### src/design/tbpbr_pkg.sv
// Shared types and constants for the two-button brightness ramp unit.
`default_nettype none

package tbpbr_pkg;

	localparam int CNT_W = 12;
	localparam int CFG_W = 12;
	localparam int CMP_W = (CNT_W > CFG_W) ? CNT_W : CFG_W;
	localparam int CFG_IDX_W = 2;

	localparam logic [CNT_W-1:0] CNT_MAX = {CNT_W{1'b1}};

	localparam logic [7:0] BRIGHT_MAX   = 8'd255;
	localparam logic [7:0] BRIGHT_MIN   = 8'd1;
	localparam logic [7:0] BRIGHT_RESET = 8'd128;

	localparam logic [CFG_W-1:0] LONG_TICKS_RESET   = CFG_W'(255);
	localparam logic [CFG_W-1:0] RAMP_TICKS_RESET   = CFG_W'(1 << 4);
	localparam logic [CFG_W-1:0] REPEAT_TICKS_RESET = CFG_W'(1 << 10);

	localparam logic [CFG_IDX_W-1:0] CFG_POWER_PRESENT = 2'd0;
	localparam logic [CFG_IDX_W-1:0] CFG_LONG_TICKS    = 2'd1;
	localparam logic [CFG_IDX_W-1:0] CFG_RAMP_TICKS    = 2'd2;
	localparam logic [CFG_IDX_W-1:0] CFG_REPEAT_TICKS  = 2'd3;

	typedef enum logic [1:0] {
		PH_IDLE  = 2'd0,
		PH_PRESS = 2'd1,
		PH_SHORT = 2'd2,
		PH_LONG  = 2'd3
	} phase_t;

	localparam logic [1:0] EV_NONE  = 2'd0;
	localparam logic [1:0] EV_SHORT = 2'd1;
	localparam logic [1:0] EV_LONG  = 2'd2;

	typedef struct packed {
		logic power_pressed;
		logic mode_pressed;
	} in_word_t;

	typedef struct packed {
		logic       display_on;
		logic [7:0] brightness_level;
		logic [1:0] power_event;
		logic [1:0] mode_event;
		logic       mode_advance;
	} out_word_t;

	function automatic logic exceeds(input logic [CNT_W-1:0] elapsed,
			input logic [CFG_W-1:0] thr);
		exceeds = CMP_W'(elapsed) > CMP_W'(thr);
	endfunction

	function automatic logic [CNT_W-1:0] sat_inc(input logic [CNT_W-1:0] v);
		sat_inc = (v == CNT_MAX) ? CNT_MAX : v + CNT_W'(1);
	endfunction

endpackage

`default_nettype wire

### src/design/two_button_press_brightness_ramp_unit.sv
// The result word of an accepted word is registered and shows in the cycle after it is accepted.
// Throughput: one word per cycle while the result is taken; the output register frees in the cycle it is taken.
// All per-tick work is one pass of logic from button state to the result register.
// Reset: asynchronous, active low; all registers but the result word take their reset values,
// display on at brightness 128, both buttons idle and released.
`default_nettype none

module two_button_press_brightness_ramp_unit
	import tbpbr_pkg::*;
(
	input  wire logic                 clk,
	input  wire logic                 arst_n,
	input  wire logic                 in_valid,
	output logic                      in_ready,
	input  wire in_word_t             in_data,
	output logic                      out_valid,
	input  wire logic                 out_ready,
	output out_word_t                 out_data,
	input  wire logic                 cfg_we,
	input  wire logic [CFG_IDX_W-1:0] cfg_index,
	input  wire logic [CFG_W-1:0]     cfg_wdata
);

	logic             power_present_q;
	logic [CFG_W-1:0] long_ticks_q;
	logic [CFG_W-1:0] ramp_ticks_q;
	logic [CFG_W-1:0] repeat_ticks_q;

	phase_t           p_phase_q, m_phase_q;
	logic [CNT_W-1:0] p_elapsed_q, m_elapsed_q;
	logic             ramp_up_q;
	logic             p_prev_q, m_prev_q;
	logic             disp_q;
	logic [7:0]       bright_q;

	phase_t           p_phase_d, m_phase_d;
	logic [CNT_W-1:0] p_elapsed_d, m_elapsed_d;
	logic             ramp_up_d;
	logic             disp_d;
	logic [7:0]       bright_d;
	out_word_t        res_d;

	logic accept;

	assign in_ready = !out_valid || out_ready;
	assign accept   = in_valid && in_ready;

	always_comb begin
		p_phase_d   = p_phase_q;
		m_phase_d   = m_phase_q;
		p_elapsed_d = p_elapsed_q;
		m_elapsed_d = m_elapsed_q;
		ramp_up_d   = ramp_up_q;
		disp_d      = disp_q;
		bright_d    = bright_q;
		res_d       = '0;

		// edge detection
		if (power_present_q) begin
			if (in_data.power_pressed != p_prev_q) begin
				if (in_data.power_pressed) begin
					p_elapsed_d = '0;
					p_phase_d   = PH_PRESS;
				end else begin
					p_phase_d = (p_phase_q == PH_PRESS) ? PH_SHORT : PH_IDLE;
				end
			end
		end else begin
			p_phase_d = PH_IDLE;
		end
		if (in_data.mode_pressed != m_prev_q) begin
			if (in_data.mode_pressed) begin
				m_elapsed_d = '0;
				m_phase_d   = PH_PRESS;
			end else begin
				m_phase_d = (m_phase_q == PH_PRESS) ? PH_SHORT : PH_IDLE;
			end
		end

		// power handler
		if (power_present_q) begin
			if (p_phase_d == PH_SHORT) begin
				p_phase_d         = PH_IDLE;
				disp_d            = !disp_d;
				res_d.power_event = EV_SHORT;
			end else if (p_phase_d == PH_PRESS && exceeds(p_elapsed_d, long_ticks_q)) begin
				p_phase_d         = PH_LONG;
				res_d.power_event = EV_LONG;
				if (!disp_d) begin
					p_elapsed_d = '0;
					ramp_up_d   = 1'b1;
					bright_d    = BRIGHT_MIN;
					disp_d      = 1'b1;
				end else if (bright_d == BRIGHT_MAX) begin
					ramp_up_d = 1'b0;
				end else if (bright_d <= BRIGHT_MIN) begin
					ramp_up_d = 1'b1;
				end else begin
					ramp_up_d = !ramp_up_d;
				end
			end else if (p_phase_d == PH_LONG && exceeds(p_elapsed_d, ramp_ticks_q)) begin
				p_elapsed_d = '0;
				if (ramp_up_d && bright_d < BRIGHT_MAX) begin
					bright_d = bright_d + 8'd1;
					disp_d   = 1'b1;
				end else if (!ramp_up_d && bright_d > BRIGHT_MIN) begin
					bright_d = bright_d - 8'd1;
					disp_d   = 1'b1;
				end
			end
		end

		// mode handler
		if (m_phase_d == PH_SHORT) begin
			m_phase_d = PH_IDLE;
			if (power_present_q) begin
				res_d.mode_advance = 1'b1;
			end else begin
				disp_d = !disp_d;
			end
			res_d.mode_event = EV_SHORT;
		end else if (m_phase_d == PH_PRESS && exceeds(m_elapsed_d, long_ticks_q)) begin
			m_phase_d        = PH_LONG;
			res_d.mode_event = EV_LONG;
			if (!disp_d) begin
				m_elapsed_d = '0;
				disp_d      = 1'b1;
			end
		end else if (m_phase_d == PH_LONG && exceeds(m_elapsed_d, repeat_ticks_q)) begin
			m_elapsed_d        = '0;
			res_d.mode_advance = 1'b1;
		end

		p_elapsed_d = sat_inc(p_elapsed_d);
		m_elapsed_d = sat_inc(m_elapsed_d);

		res_d.display_on       = disp_d;
		res_d.brightness_level = bright_d;
	end

	always_ff @(posedge clk or negedge arst_n) begin
		if (!arst_n) begin
			power_present_q <= 1'b1;
			long_ticks_q    <= LONG_TICKS_RESET;
			ramp_ticks_q    <= RAMP_TICKS_RESET;
			repeat_ticks_q  <= REPEAT_TICKS_RESET;
		end else if (cfg_we) begin
			unique case (cfg_index)
				CFG_POWER_PRESENT: power_present_q <= cfg_wdata[0];
				CFG_LONG_TICKS:    long_ticks_q    <= cfg_wdata;
				CFG_RAMP_TICKS:    ramp_ticks_q    <= cfg_wdata;
				CFG_REPEAT_TICKS:  repeat_ticks_q  <= cfg_wdata;
				default: ;
			endcase
		end
	end

	always_ff @(posedge clk or negedge arst_n) begin
		if (!arst_n) begin
			p_phase_q   <= PH_IDLE;
			m_phase_q   <= PH_IDLE;
			p_elapsed_q <= '0;
			m_elapsed_q <= '0;
			ramp_up_q   <= 1'b0;
			p_prev_q    <= 1'b0;
			m_prev_q    <= 1'b0;
			disp_q      <= 1'b1;
			bright_q    <= BRIGHT_RESET;
		end else if (accept) begin
			p_phase_q   <= p_phase_d;
			m_phase_q   <= m_phase_d;
			p_elapsed_q <= p_elapsed_d;
			m_elapsed_q <= m_elapsed_d;
			ramp_up_q   <= ramp_up_d;
			p_prev_q    <= in_data.power_pressed;
			m_prev_q    <= in_data.mode_pressed;
			disp_q      <= disp_d;
			bright_q    <= bright_d;
		end
	end

	always_ff @(posedge clk or negedge arst_n) begin
		if (!arst_n) begin
			out_valid <= 1'b0;
		end else if (accept) begin
			out_valid <= 1'b1;
		end else if (out_ready) begin
			out_valid <= 1'b0;
		end
	end

	always_ff @(posedge clk) begin
		if (accept) begin
			out_data <= res_d;
		end
	end

endmodule

`default_nettype wire

### config.mk
export PLATFORM = sky130hd
export DESIGN_NAME = two_button_press_brightness_ramp_unit
export DESIGN_NICKNAME = d
export VERILOG_FILES = /design/src/design/tbpbr_pkg.sv /design/src/design/two_button_press_brightness_ramp_unit.sv
export SDC_FILE = /design/constraint.sdc
export NUM_CORES = 1
export LEC_CHECK = 0
export ABC_AREA = 0
export BUFFER_PORTS_ARGS = -buffer_cell sky130_fd_sc_hd__buf_2
export CAP_MARGIN = 10
export CORE_MARGIN = 2
export CORE_UTILIZATION = 40
export DETAILED_ROUTE_END_ITERATION = 7
export GPL_TIMING_DRIVEN = 0
export PLACE_DENSITY_LB_ADDON = 0.2
export SYNTH_ARGS = -nofsm -noshare
export SYNTH_HDL_FRONTEND = slang
export SYNTH_SLANG_ARGS = --single-unit
### constraint.sdc
create_clock -name clk -period 3.75 [get_ports clk]
set_clock_uncertainty 0.05 [all_clocks]
set_input_delay 0.5625 -clock clk [delete_from_list [all_inputs] [get_ports clk]]
set_output_delay 0.5625 -clock clk [all_outputs]
set_load 0.05 [all_outputs]
; Word-level counts from Yosys, hierarchy flattened
; Index checks and enable logic that the tools add are counted.
[classes]
n_addsub = 4
magnitude_cmp = 7
eq_ne = 16
muxes = 56
bitwise_logic = 2
reduce_logical = 20
[op_table]
columns = op, n
row1 = 2-to-1 mux 12 bit, 16
row2 = 2-to-1 mux 8 bit, 7
row3 = greater-than comparator 12 bit, 4
row4 = 2-to-1 mux 2 bit, 14
row5 = adder 12 x 1 -> 12 bit (second input constant), 2
row6 = equality test 12 bit (second input constant), 2
row7 = 2-to-1 mux 1 bit, 19
row8 = equality test 2 bit (second input constant), 6
row9 = equality test 2 x 1 -> 1 bit (second input constant), 5
row10 = adder 8 x 1 -> 8 bit (second input constant), 1
row11 = equality test 8 bit (second input constant), 1
row12 = greater-than comparator 8 x 1 -> 1 bit (second input constant), 1
row13 = <= comparator 8 x 1 -> 1 bit (second input constant), 1
row14 = less-than comparator 8 bit (second input constant), 1
row15 = AND reduction 2 bit, 4
row16 = subtractor 8 x 1 -> 8 bit (second input constant), 1
row17 = logical AND 1 bit, 7
row18 = logical NOT 1 bit, 4
row19 = AND reduction 4 bit, 1
row20 = logical NOT 2 bit, 1
row21 = inequality test 1 bit, 2
row22 = inverter 1 bit, 2
row23 = nonzero test 2 bit, 1
row24 = OR reduction 2 bit, 1
row25 = logical OR 1 bit, 1
[totals]
reg_bits = 92
input_bits = 21
output_inout_bits = 16
elab_cells = 125

; Logic depth before layout (Yosys ltp)
; Gate-level depths: netlist (run 1).
[logic_depth]
ltp_word = 16
mapped_depth = 22
ltp_nobuf = 20

; Least setup slack after synthesis (run 1)
; OpenSTA, ideal clock, no wires.
[synth_path]
path_type = input to register
start = input port in_data[1] (netlist bit)
end = register p_elapsed_q[3]
setup_ns = 0.077
arrival_ns = 4.195
t_required_ns = 3.623
slack_ns = -0.572
cell_stages = 21
n_path_buf = 3
cell_sequence = buf_2 nand3b_1 clkbuf_1 inv_1 nor2_1 ha_1 a21oi_1 and3_1 o221ai_1 o211a_1 nor3_2 buf_2 and2_1 ha_1 nand2_1 nor4_1 nand2_1 nor2_1 a41o_1 o21ai_0 a21oi_1
[synth_via]
elab_chain_cells = 11
elab_cells_between_ends = 22
cone_classes = 1 x add/sub / 2 x order compare / 5 x eq/ne / 12 x mux / 2 x reduce/logical
[synth_rtl]
columns = element, line
row1 = start: declaration, two_button_press_brightness_ramp_unit.sv:15  ; input wire in_word_t in_data,
row2 = 2-to-1 mux 12 bit (tied with other cells), two_button_press_brightness_ramp_unit.sv:61  ; if (in_data.power_pressed) begin
row3 = 2-to-1 mux 12 bit / 2-to-1 mux 2 bit (equally long branches), two_button_press_brightness_ramp_unit.sv:60  ; if (in_data.power_pressed != p_prev_q) begin
row4 = 2-to-1 mux 12 bit / 2-to-1 mux 2 bit (equally long branches), two_button_press_brightness_ramp_unit.sv:59  ; if (power_present_q) begin
row5 = greater-than comparator 12 bit / equality test 2 bit (equally long branches), "tbpbr_pkg.sv:52, two_button_press_brightness_ramp_unit.sv:101"
row6 = logical AND 1 bit, two_button_press_brightness_ramp_unit.sv:101  ; end else if (p_phase_d == PH_LONG && exceeds(p_elapsed_d, ramp_ticks_q)) begin
row7 = 2-to-1 mux 12 bit, two_button_press_brightness_ramp_unit.sv:101
row8 = 2-to-1 mux 12 bit, two_button_press_brightness_ramp_unit.sv:86  ; end else if (p_phase_d == PH_PRESS && exceeds(p_elapsed_d, long_ticks_q)) begin
row9 = 2-to-1 mux 12 bit, two_button_press_brightness_ramp_unit.sv:82  ; if (p_phase_d == PH_SHORT) begin
row10 = 2-to-1 mux 12 bit *, two_button_press_brightness_ramp_unit.sv:81  ; if (power_present_q) begin
row11 = adder 12 x 1 -> 12 bit / equality test 12 bit (equally long branches), tbpbr_pkg.sv:56  ; sat_inc = (v == CNT_MAX) ? CNT_MAX : v + CNT_W'(1);
row12 = 2-to-1 mux 12 bit *, tbpbr_pkg.sv:56
row13 = end signal: assignment, two_button_press_brightness_ramp_unit.sv:172  ; p_elapsed_q <= p_elapsed_d;
row14 = end: declaration, two_button_press_brightness_ramp_unit.sv:30  ; logic [CNT_W-1:0] p_elapsed_q, m_elapsed_q;
; Every way passes the cells marked *; elsewhere a longest branch is shown, timed or not.
; A chain may end at the register's enable or synchronous reset.

; Worst setup path in the final report (run 1)
[layout_path]
start = register power_present_q
end = register p_elapsed_q[5]
[layout_via]
elab_chain_cells = 9
elab_cells_between_ends = 17
cone_classes = 1 x add/sub / 2 x order compare / 4 x eq/ne / 8 x mux / 2 x reduce/logical
[layout_rtl]
columns = element, line
row1 = start: declaration, two_button_press_brightness_ramp_unit.sv:24  ; logic power_present_q;
row2 = start signal: assignment, two_button_press_brightness_ramp_unit.sv:149  ; CFG_POWER_PRESENT: power_present_q <= cfg_wdata[0];
row3 = 2-to-1 mux 12 bit / 2-to-1 mux 2 bit (equally long branches), two_button_press_brightness_ramp_unit.sv:59
row4 = greater-than comparator 12 bit / equality test 2 bit (equally long branches), "tbpbr_pkg.sv:52, two_button_press_brightness_ramp_unit.sv:101"
row5 = logical AND 1 bit, two_button_press_brightness_ramp_unit.sv:101
row6 = 2-to-1 mux 12 bit, two_button_press_brightness_ramp_unit.sv:101
row7 = 2-to-1 mux 12 bit, two_button_press_brightness_ramp_unit.sv:86
row8 = 2-to-1 mux 12 bit, two_button_press_brightness_ramp_unit.sv:82
row9 = 2-to-1 mux 12 bit *, two_button_press_brightness_ramp_unit.sv:81
row10 = adder 12 x 1 -> 12 bit / equality test 12 bit (equally long branches), tbpbr_pkg.sv:56
row11 = 2-to-1 mux 12 bit *, tbpbr_pkg.sv:56
; Marks and branches as above.

==> flow_metrics.env, run 1 <==
export IMPL_drc=0
export IMPL_grtUsageTotal_pct=20.0
export IMPL_maxSlewHeadroom_pct=52.0
export IMPL_hold_path_class="primary input to asynchronous set/reset pin"
export IMPL_ys_types=70
export IMPL_coreArea_sq_um=14500
export IMPL_worstPathCellList="nand3b_1 -> clkbuf_8 -> inv_8 -> nor2_2 -> ha_1 -> a21oi_2 -> o21a_1 -> o22ai_4 -> o31a_1 -> nor3_4 -> buf_6 -> and2_4 -> ha_4 -> nand2_2 -> nor4_4 -> nand2_2 -> nor2_4 -> a41o_4 -> o21ai_0 -> a21oi_1"
export IMPL_grt_pass1_vias=4955
export IMPL_synthesis_area_sq_um=5960
export IMPL_cpMostUsedCell="nand2_2"
export IMPL_yosys_warnings=0
export IMPL_cts_max_path_buffers=2
export IMPL_hold_viol_final=0
export IMPL_cts_root_buf="clkbuf_16"
export IMPL_ys_ff_latch=92
export IMPL_synth_cells=605
export IMPL_grt_pass1_wl_microns=25300
export IMPL_finalSetupViolCount=24
export IMPL_violations="setup timing"
export IMPL_cp_slowest_cell="dfstp_2"
export IMPL_peakVddDrop_uv=257
export IMPL_outcome="finished, violations left"
export IMPL_nNetsFinal=757
export IMPL_fmax_mhz=240
export IMPL_pwr_share_clk_pct=22.3
export IMPL_postCtsHoldBufs=0
export IMPL_avgRoutedWirePerCell_microns=17.7
export IMPL_drv_slew=0
export IMPL_p_comb_share_pct=42.3
export IMPL_most_common_layout_cells="dfrtp_1, inv_1, mux2_2"
export IMPL_start_util_pct=41.0
export IMPL_die_h_microns=126
export IMPL_viasPerCell=5.63
export IMPL_drtIter0Drc=321
export IMPL_seq_area_frac_synth_pct=40.1
export IMPL_wirelength_microns=15500
export IMPL_startpoint_type="flip-flop"
export IMPL_p_leak_nw=3.28
export IMPL_drt_first_pass_iters=5
export IMPL_p_sw_share_pct=37.4
export IMPL_async_reset_ff_share_pct=84.8
export IMPL_grt_max_degree=45
export IMPL_antenna_found_initial=0
export IMPL_ant_nets=0
export IMPL_seq_power_share_pct=35.4
export IMPL_rows=44
export IMPL_ys_flop_type="dfrtp_1"
export IMPL_num_vias=4913
export IMPL_gp_congestion=0.905
export IMPL_crit_required_ps=3980
export IMPL_numPortBuffers=34
export IMPL_whs_ps=123
export IMPL_syn_nets=679
export IMPL_die_w_microns=126
export IMPL_dieArea_sq_um=15900
export IMPL_clk_pin_slew_ps=60
export IMPL_cpPeakStageDelay_ps=560
export IMPL_timing_final_ws_setup_ps=-413
export IMPL_min_period_ps=4160
export IMPL_critical_path_peak_fanout=7
export IMPL_dpl_hpwl_microns=11200
export IMPL_crit_type="flip-flop to flip-flop"
export IMPL_htree_levels=3
export IMPL_dp_slack_ps=-897
export IMPL_drive_above_1_share_pct=32.6
export IMPL_final_period_utilization_pct=111
export IMPL_maxCapViolations=0
export IMPL_numCtsBuffers=9
export IMPL_cts_tree="built"
export IMPL_clock_sinks=92
export IMPL_tightest_slew_ps=720
export IMPL_io_pins=37
export IMPL_p_per_area_nw_per_um2=538
export IMPL_diodes=0
export IMPL_end_kind="flip-flop"
export IMPL_grt_overflow=0
export IMPL_synthToLayoutAreaGrowth_pct=24.4
export IMPL_internal_power_mw=2.49
export IMPL_final_common_cell="dfrtp_1"
export IMPL_synth_avg_cell_area_sq_um=9.85
export IMPL_synth_edf_count=14
export IMPL_clock_latency_ps=360
export IMPL_crit_arrival_ps=4400
export IMPL_grt_setup_unrepaired="yes"
export IMPL_p_switching_mw=1.49
-- Yosys cell counts, drive strengths merged (3+ instances only) --
cell type | number | area [sq um]
buf | 12 | 56.3
clkbuf | 6 | 22.5
nand3b | 3 | 22.5
xnor2 | 5 | 43.8
edfxtp | 14 | 420
inv | 53 | 199
nor4 | 7 | 58.8
o21a | 3 | 22.5
a22o | 5 | 43.8
dfstp | 13 | 342
mux2 | 44 | 495
a21oi | 37 | 189
or3 | 3 | 18.8
and2 | 22 | 138
nor2b | 8 | 50.1
nand2b | 4 | 25.0
nand3 | 19 | 95.1
and3 | 6 | 38.8
ha | 53 | 663
mux2i | 6 | 60.1
o2bb2ai | 4 | 35.0
nand2 | 48 | 185
a41oi | 4 | 35.0
o31ai | 5 | 42.5
nor2 | 38 | 143
a211oi | 4 | 35.0
a31o | 3 | 26.3
a31oi | 6 | 43.8
o211ai | 6 | 45.0
nor3 | 11 | 60.1
a211o | 4 | 35.0
dfrtp | 65 | 1630
a21o | 12 | 90.1
nand4 | 18 | 113
o21ai | 23 | 126
-- through the flow --
step	std cells	utilization [%]	total power [mW]	instance area [sq um]	setup TNS (ps)
2_1_floorplan	605	-	2.49	6150	-2360
3_3_place_gp	823	45.0	2.79	6550	-15360
3_5_place_dp	824	45.3	2.86	6580	-16650
5_1_grt	872	51.0	4.27	7420	-11740
6_report	872	51.0	3.99	7420	-7560
4_1_cts	855	49.4	3.89	7180	-6270
-- power by group through the flow --
| stage | clock, mW | combinational [mW] | sequential, mW |
|---|---|---|---|
| after CTS | 0.914 | 1.57 | 1.41 |
| after detailed placement | 0 | 1.44 | 1.42 |
| final | 0.889 | 1.69 | 1.41 |
| after floorplan | 0 | 1.06 | 1.42 |
| after global placement | 0 | 1.38 | 1.41 |
| after global routing | 0.948 | 1.88 | 1.44 |
-- flip-flops by register name, summed over array words and instances, names as in the netlist, 2 cells and up --
register and cells:
repeat_ticks_q 12, m_elapsed_q 12, m_phase_q 2, bright_q 8, long_ticks_q 12, p_elapsed_q 12
p_phase_q 2, ramp_ticks_q 12, out_data 14
-- per-layer routing --
| metal | wire length (microns) | GRT usage, % |
|---|---|---|
| met1 | 6910 | 26.1 |
| met2 | 7490 | 32.3 |
| met3 | 637 | 4.55 |
| met4 | 434 | 7.95 |
| met5 | 0 | 0 |
-- cell families after synthesis --
group	after synthesis	share of synthesized area, %
AOI/OAI and AO/OA	135	16.5
xor gates and xnor gates	6	0.882
adders and majority gates	55	11.5
buffers and inverters	71	4.66
DFF	92	40.1
muxes	50	9.32
and+or+nand+nor	196	17.1
-- worst paths after layout --
kind,startpoint,end,slack [ps],depth (start not counted)
worst max-delay path,power_present_q$_DFFE_PN1P_,p_elapsed_q[5]$_DFFE_PN0P_,-410,20
worst min register to register,ramp_ticks_q[2]$_DFFE_PN0P_,ramp_ticks_q[2]$_DFFE_PN0P_,460,1
worst min-delay path,arst_n,repeat_ticks_q[4]$_DFFE_PN0P_,120,1
min in group clk,in_valid,out_valid$_DFFE_PN0P_,380,2
worst max register to register,power_present_q$_DFFE_PN1P_,p_elapsed_q[5]$_DFFE_PN0P_,-410,20
max in group asynchronous,arst_n,disp_q$_DFFE_PN1P_,2870,2
-- final cells by class --
class | count | area (sq um)
tap | 184 | 230
buffer | 17 | 103
clock inverter | 1 | 5.00
inverter | 53 | 209
multi-input combinational | 442 | 3730
timing repair buffer | 68 | 469
clock buffer | 15 | 279
sequential | 92 | 2390
fill | 1334 | 7120
-- worst max-delay path, delay by kind of cell (launching register included) --
kind / cells / cell delay, ps
buffers and inverters: 3 / 440
AOI/OAI and AO/OA: 7 / 1320
DFF: 1 / 560
and+or+nand+nor: 8 / 1230
adders and majority gates: 2 / 470
-- timing repair --
item,in CTS,in global routing
hold endpoints to repair,0,0
pin swaps,19,27
resized for setup,32,26
buffers inserted,15,16
setup endpoints to repair,24,24
gates cloned,1,0
No activity file was read; power rests on OpenSTA's default activity.
==> inputs of run 2 (changes only) <==
ABC_AREA = 1   (was 0)
==> run 2 against run 1 <==
  * The flow now finishes without violations
  * Global-route usage fell by 0.20 points
  * Synthesized cell count rose by 35%
  * Sequential share of layout area rose by 0.95 points
  * Critical path depth grew 2
  * Combinational power increased by 31%
  * Routed wire length shrank 1.6%
  * Via count is 7.2% higher
  * Critical endpoint is now p_elapsed_q[8]$_DFFE_PN0P_
  * Largest power group unchanged
==> flow_metrics.env, run 2 <==
export IMPL_outcome="completed"
export IMPL_clk_pin_slew_ps=70
export IMPL_io_pins=37
export IMPL_p_per_area_nw_per_um2=634
export IMPL_cts_root_buf="clkbuf_16"
export IMPL_numPortBuffers=36
export IMPL_syn_nets=892
export IMPL_synthToLayoutAreaGrowth_pct=15.1
export IMPL_drive_above_1_share_pct=18.6
export IMPL_cts_max_path_buffers=2
export IMPL_crit_required_ps=3930
export IMPL_placedCellCount=1066
export IMPL_cts_tree="built"
export IMPL_final_common_cell="nand2_1"
export IMPL_instances_no_fill=1094
export IMPL_ant_nets=0
export IMPL_avgRoutedWirePerCell_microns=13.9
export IMPL_critical_path_peak_fanout=10
export IMPL_start_util_pct=41.0
export IMPL_dpl_instance_area_sq_um=6730
export IMPL_die_w_microns=129
export IMPL_crit_arrival_ps=3700
export IMPL_num_vias=5269
export IMPL_grt_max_degree=42
export IMPL_fin_setup_tns_ps=0
export IMPL_synthTopCellsByCount="nand2_1, inv_1, nor2_1"
export IMPL_drt_first_pass_iters=5
export IMPL_maxCapViolations=0
export IMPL_hold_path_class="primary input to asynchronous set/reset pin"
export IMPL_ys_flop_type="dfrtp_1"
export IMPL_dpl_hpwl_microns=11600
export IMPL_postCtsHoldBufs=0
export IMPL_final_period_utilization_pct=94.0
export IMPL_diodes=0
export IMPL_synth_most_common_cell="nand2_1"
export IMPL_dp_slack_ps=-575
export IMPL_synth_edf_count=14
export IMPL_r2r_end="p_elapsed_q[8]$_DFFE_PN0P_"
export IMPL_synth_cells=818
export IMPL_numCtsBuffers=9
export IMPL_yosysTopAreaCell="dfrtp_1"
export IMPL_synthesis_area_sq_um=6260
export IMPL_most_common_layout_cells="nand2_1, inv_1, o21ai_0"
export IMPL_dieArea_sq_um=16700
export IMPL_antenna_found_initial=0
export IMPL_synth_top_cell_area_share_pct=26.0
export IMPL_peakVddDrop_uv=271
export IMPL_seq_area_frac_synth_pct=38.2
export IMPL_synth_avg_cell_area_sq_um=7.65
export IMPL_grt_pass1_vias=5054
export IMPL_die_h_microns=129
export IMPL_r2r_slack_ps=230
export IMPL_reg2regPathDepth=22
export IMPL_finalSetupViolCount=0
export IMPL_timing_final_ws_setup_ps=226
export IMPL_gp_congestion=0.836
export IMPL_largest_register_ffs=14
export IMPL_maxSlewHeadroom_pct=27.3
export IMPL_clock_sinks=92
export IMPL_wirelength_microns=15200
export IMPL_fmax_mhz=284
export IMPL_cpMostUsedCell="nand2_2"
export IMPL_worstPathCellList="nand2_2 -> buf_6 -> nand2_1 -> inv_1 -> ha_1 -> nand2_1 -> nor2_2 -> nand2_2 -> nor2_2 -> nor2_4 -> nand2_2 -> nand2_8 -> nor2_2 -> ha_2 -> nand2_2 -> nor3_4 -> buf_4 -> nand2_1 -> nand3_1 -> o21ai_1 -> nor2_1 -> a21oi_1"
export IMPL_viasPerCell=4.82
export IMPL_startpoint_type="flip-flop"
export IMPL_coreArea_sq_um=15300
export IMPL_grt_overflow=0
export IMPL_drc=0
export IMPL_synth_area_leaders="dfrtp_1, nand2_1, ha_1"
export IMPL_tightest_slew_ps=1090
export IMPL_stdcell_area_sq_um=7200
export IMPL_grt_pass1_wl_microns=25500
export IMPL_drv_slew=0
export IMPL_nNetsFinal=952
export IMPL_htree_levels=3
export IMPL_clock_latency_ps=360
export IMPL_rows=45
export IMPL_grtUsageTotal_pct=19.8
export IMPL_async_reset_ff_share_pct=84.8
export IMPL_rr_startpoint="power_present_q$_DFFE_PN1P_"
export IMPL_end_kind="flip-flop"
export IMPL_ys_ff_latch=92
export IMPL_min_period_ps=3520
export IMPL_ys_types=47
export IMPL_p_leak_nw=3.64
export IMPL_drtIter0Drc=367
export IMPL_crit_type="flip-flop to flip-flop"
export IMPL_cp_slowest_cell="dfstp_2"
export IMPL_hold_viol_final=0
export IMPL_largest_register="out_data"
export IMPL_cpPeakStageDelay_ps=570
export IMPL_yosys_warnings=0
## run 2: cell count changes after synthesis, moves of 38 or more
cell and change:
nand2_1 +157, inv_1 +73, o21ai_0 +51, mux2_2 -44
nor2_1 +38
## run 2: layout make-up
| cell class | count | area [sq um] |
|---|---|---|
| fill | 1558 | 8060 |
| clock inverter | 5 | 35.0 |
| timing repair buffer | 49 | 300 |
| sequential | 92 | 2390 |
| inverter | 137 | 519 |
| buffer | 14 | 63.8 |
| multi-input combinational | 575 | 3390 |
| tap | 211 | 264 |
| clock buffer | 11 | 243 |
## run 2: cell families after synthesis
kind of cell	share of synthesized area (%)
simple gates	30.0
fa+ha+maj	10.6
buf+inv	9.22
flops	38.2
compound gates	10.9
xor+xnor	1.12
## run 2: how the worst max path moves through the flow
stage | start | endpoint | cells past startpoint
finish | power_present_q$_DFFE_PN1P_ | p_elapsed_q[8]$_DFFE_PN0P_ | 22
global route | power_present_q$_DFFE_PN1P_ | m_elapsed_q[6]$_DFFE_PN0P_ | 25
CTS | p_prev_q$_DFFE_PN0P_ | m_elapsed_q[3]$_DFFE_PN0P_ | 25
detailed placement | in_data[1] | p_elapsed_q[6]$_DFFE_PN0P_ | 23
global placement | in_data[1] | p_elapsed_q[6]$_DFFE_PN0P_ | 23
floorplan | in_data[1] | p_elapsed_q[7]$_DFFE_PN0P_ | 22
## run 2: routing by layer
metal	vias to the layer above	share of wire, %	track usage (%)
met5	-	0	0
met4	0	1.6	7.03
met3	17	2.1	2.85
met2	69	47	31.8
met1	2418	50	27.5
li1	2765	-	-
## run 2: metrics by stage
step	hold WS (ps)	util [%]	power, mW
after global placement	415	43.9	3.55
after CTS	136	46.3	4.52
final	120	47.2	4.57
after global routing	163	47.2	5.02
after detailed placement	424	44.1	3.59
after floorplan	217	-	3.10
## run 2: power breakdown
part / leakage (nW) / switching, mW / internal [mW] / total [mW]
combinational: 2.44 / 1.44 / 0.775 / 2.22
clock: 0.136 / 0.426 / 0.471 / 0.897
sequential: 1.06 / 0.159 / 1.29 / 1.45
## run 2: what timing repair did
action	in CTS	in global routing
gates resized for setup	8	21
setup endpoints to repair	24	24
buffers inserted	4	8
pin swaps	2	8
## run 2: critical path, delay by kind of cell (launching register included)
| family | cells | cell delay, ps |
|---|---|---|
| adder cells (fa/ha/maj) | 2 | 520 |
| AND/OR/NAND/NOR | 15 | 1760 |
| flip-flops | 1 | 570 |
| AO/OA/AOI/OAI | 2 | 110 |
| buffers and inverters | 3 | 390 |
==> inputs of run 3 (changes only) <==
CELL_PAD_IN_SITES_DETAIL_PLACEMENT = 0   (was default)
CELL_PAD_IN_SITES_GLOBAL_PLACEMENT = 2   (was default)
CORE_UTILIZATION = 33   (was 40)
==> run 3 against run 2 <==
  * Register-to-register slack better by 50 ps
  * Clock power up 3.0%
  * Via count up 2.4%
  * Setup slack better by 45 ps
  * Flip-flop and latch count unchanged
  * Largest cell class unchanged
  * Non-clock buffer count down 1
  * Critical path depth unchanged
  * Count of clock-buffer cells in the layout up 1
  * Combinational power up 3%
  * Highest routed layer unchanged
==> flow_metrics.env, run 3 (synthesis gave the netlist of run 2 again) <==
export IMPL_wl_met2_microns=8260
export IMPL_n_fill_cell=1966
export IMPL_hold_viol_final=0
export IMPL_stdcell_area_sq_um=7250
export IMPL_finalSetupViolCount=0
export IMPL_grt_pass1_vias=5285
export IMPL_grt_overflow=0
export IMPL_diodes=0
export IMPL_die_w_microns=142
export IMPL_largest_register_ffs=14
export IMPL_peakVddDrop_uv=229
export IMPL_clk_pin_slew_ps=70
export IMPL_crit_required_ps=3980
export IMPL_fmax_mhz=288
export IMPL_power_mw=4.66
export IMPL_drt_first_pass_iters=5
export IMPL_drive_above_1_share_pct=18.3
export IMPL_r2r_slack_ps=270
export IMPL_grt_pass1_wl_microns=28300
export IMPL_clock_latency_ps=350
export IMPL_outcome="completed"
export IMPL_maxCapViolations=0
export IMPL_io_pins=37
export IMPL_timing_final_ws_setup_ps=272
export IMPL_drc=0
export IMPL_synthToLayoutAreaGrowth_pct=15.9
export IMPL_numCtsBuffers=9
export IMPL_placedCellCount=1089
export IMPL_nNetsFinal=951
export IMPL_viasPerCell=4.84
export IMPL_avgRoutedWirePerCell_microns=15.5
export IMPL_crit_arrival_ps=3700
export IMPL_coreArea_sq_um=18600
export IMPL_ant_nets=0
export IMPL_maxUsedRoutingLayer="met4"
export IMPL_cts_max_path_buffers=2
export IMPL_largest_register="out_data"
export IMPL_instances_no_fill=1116
export IMPL_maxSlewHeadroom_pct=40.8
export IMPL_critical_path_peak_fanout=7
export IMPL_dpl_hpwl_microns=13400
export IMPL_clock_sinks=92
export IMPL_start_util_pct=33.6
export IMPL_startpoint_type="primary input"
export IMPL_numPortBuffers=36
export IMPL_cts_root_buf="clkbuf_16"
export IMPL_cts_tree="built"
export IMPL_grt_max_degree=43
export IMPL_htree_levels=3
export IMPL_postCtsHoldBufs=0
export IMPL_gp_congestion=0.844
export IMPL_dieArea_sq_um=20100
export IMPL_drv_slew=0
export IMPL_p_leak_nw=3.65
export IMPL_dpl_instance_area_sq_um=6760
export IMPL_rows=50
export IMPL_whs_ps=117
export IMPL_grtUsageTotal_pct=18.2
export IMPL_die_h_microns=142
export IMPL_final_common_cell="nand2_1"
export IMPL_p_per_area_nw_per_um2=642
export IMPL_num_vias=5397
export IMPL_most_common_layout_cells="nand2_1, inv_1, o21ai_0"
export IMPL_wl_met3_microns=489
export IMPL_end_kind="flip-flop"
export IMPL_crit_type="primary input to flip-flop"
export IMPL_met1_length_microns=8310
export IMPL_dp_slack_ps=-745
export IMPL_drtIter0Drc=265
export IMPL_tightest_slew_ps=878
export IMPL_hold_path_class="primary input to asynchronous set/reset pin"
export IMPL_final_period_utilization_pct=92.7
export IMPL_wirelength_microns=17300
export IMPL_min_period_ps=3480
export IMPL_antenna_found_initial=0
-- run 3: cell types whose count changed in the layout (fill, tap and decap cells not counted), moves of 2 or more --
cell      previous run  this run
clkbuf_1            12        14
buf_4               14        11
nor2_2              17        15
nand2_1            197       195
-- run 3: final timing paths --
check	start	end	depth (start not counted)
min in group clk	out_ready	out_valid$_DFFE_PN0P_	4
setup / recovery	in_data[0]	m_elapsed_q[3]$_DFFE_PN0P_	22
hold reg to reg	ramp_ticks_q[5]$_DFFE_PN0P_	ramp_ticks_q[5]$_DFFE_PN0P_	2
max in group asynchronous	arst_n	disp_q$_DFFE_PN1P_	2
setup reg to reg	power_present_q$_DFFE_PN1P_	m_elapsed_q[3]$_DFFE_PN0P_	24
hold / removal	arst_n	p_elapsed_q[3]$_DFFE_PN0P_	1
-- run 3: layout make-up --
| class | count | area, sq um | area share [%] |
|---|---|---|---|
| clock buffer | 12 | 236 | 3.26 |
| multi-input combinational | 575 | 3390 | 46.8 |
| inverter | 137 | 519 | 7.16 |
| tap | 234 | 293 | 4.04 |
| timing repair buffer | 48 | 304 | 4.19 |
| sequential | 92 | 2390 | 33.0 |
| buffer | 14 | 63.8 | 0.880 |
| clock inverter | 4 | 51.3 | 0.708 |
-- run 3: critical path, cell delays in order --
cell	delay, ps
buf_2	110
inv_1	120
nor2_4	70
buf_4	170
nor2_1	420
ha_1	350
nand2_1	60
o21ai_0	100
nand2_1	90
nand3_1	100
nand3_2	150
inv_2	120
nand2_8	120
nand2_4	90
nor2_4	140
ha_4	160
nand3_2	90
nor2_4	210
nand3_4	140
nand2_4	130
inv_2	70
a21oi_1	120
-- run 3: timing repair --
item / 4_1_cts / 5_1_grt
pin swaps: 2 / 9
gates cloned: 0 / 0
resized for setup: 17 / 16
setup buffers: 6 / 4
setup endpoints to repair: 24 / 23
-- run 3: where the power goes --
part           internal, mW  total (mW)  leakage [nW]  switching [mW]
Clock                 0.520       0.924         0.137           0.405
Combinational         0.782        2.28          2.45            1.50
Sequential             1.29        1.45          1.06           0.161
-- run 3: per-stage QoR --
step                      util, %  setup TNS (ps)
after detailed placement     36.3          -15250
after global placement       36.1          -15240
after CTS                    38.3               0
after floorplan                 -               0
after global routing         38.9           -10.8
final                        38.9               0
-- run 3: layer usage --
metal,track usage [%],vias up
li1,-,2769
met2,30.7,88
met3,3.00,17
met5,0,-
met1,24.5,2523
met4,4.47,0
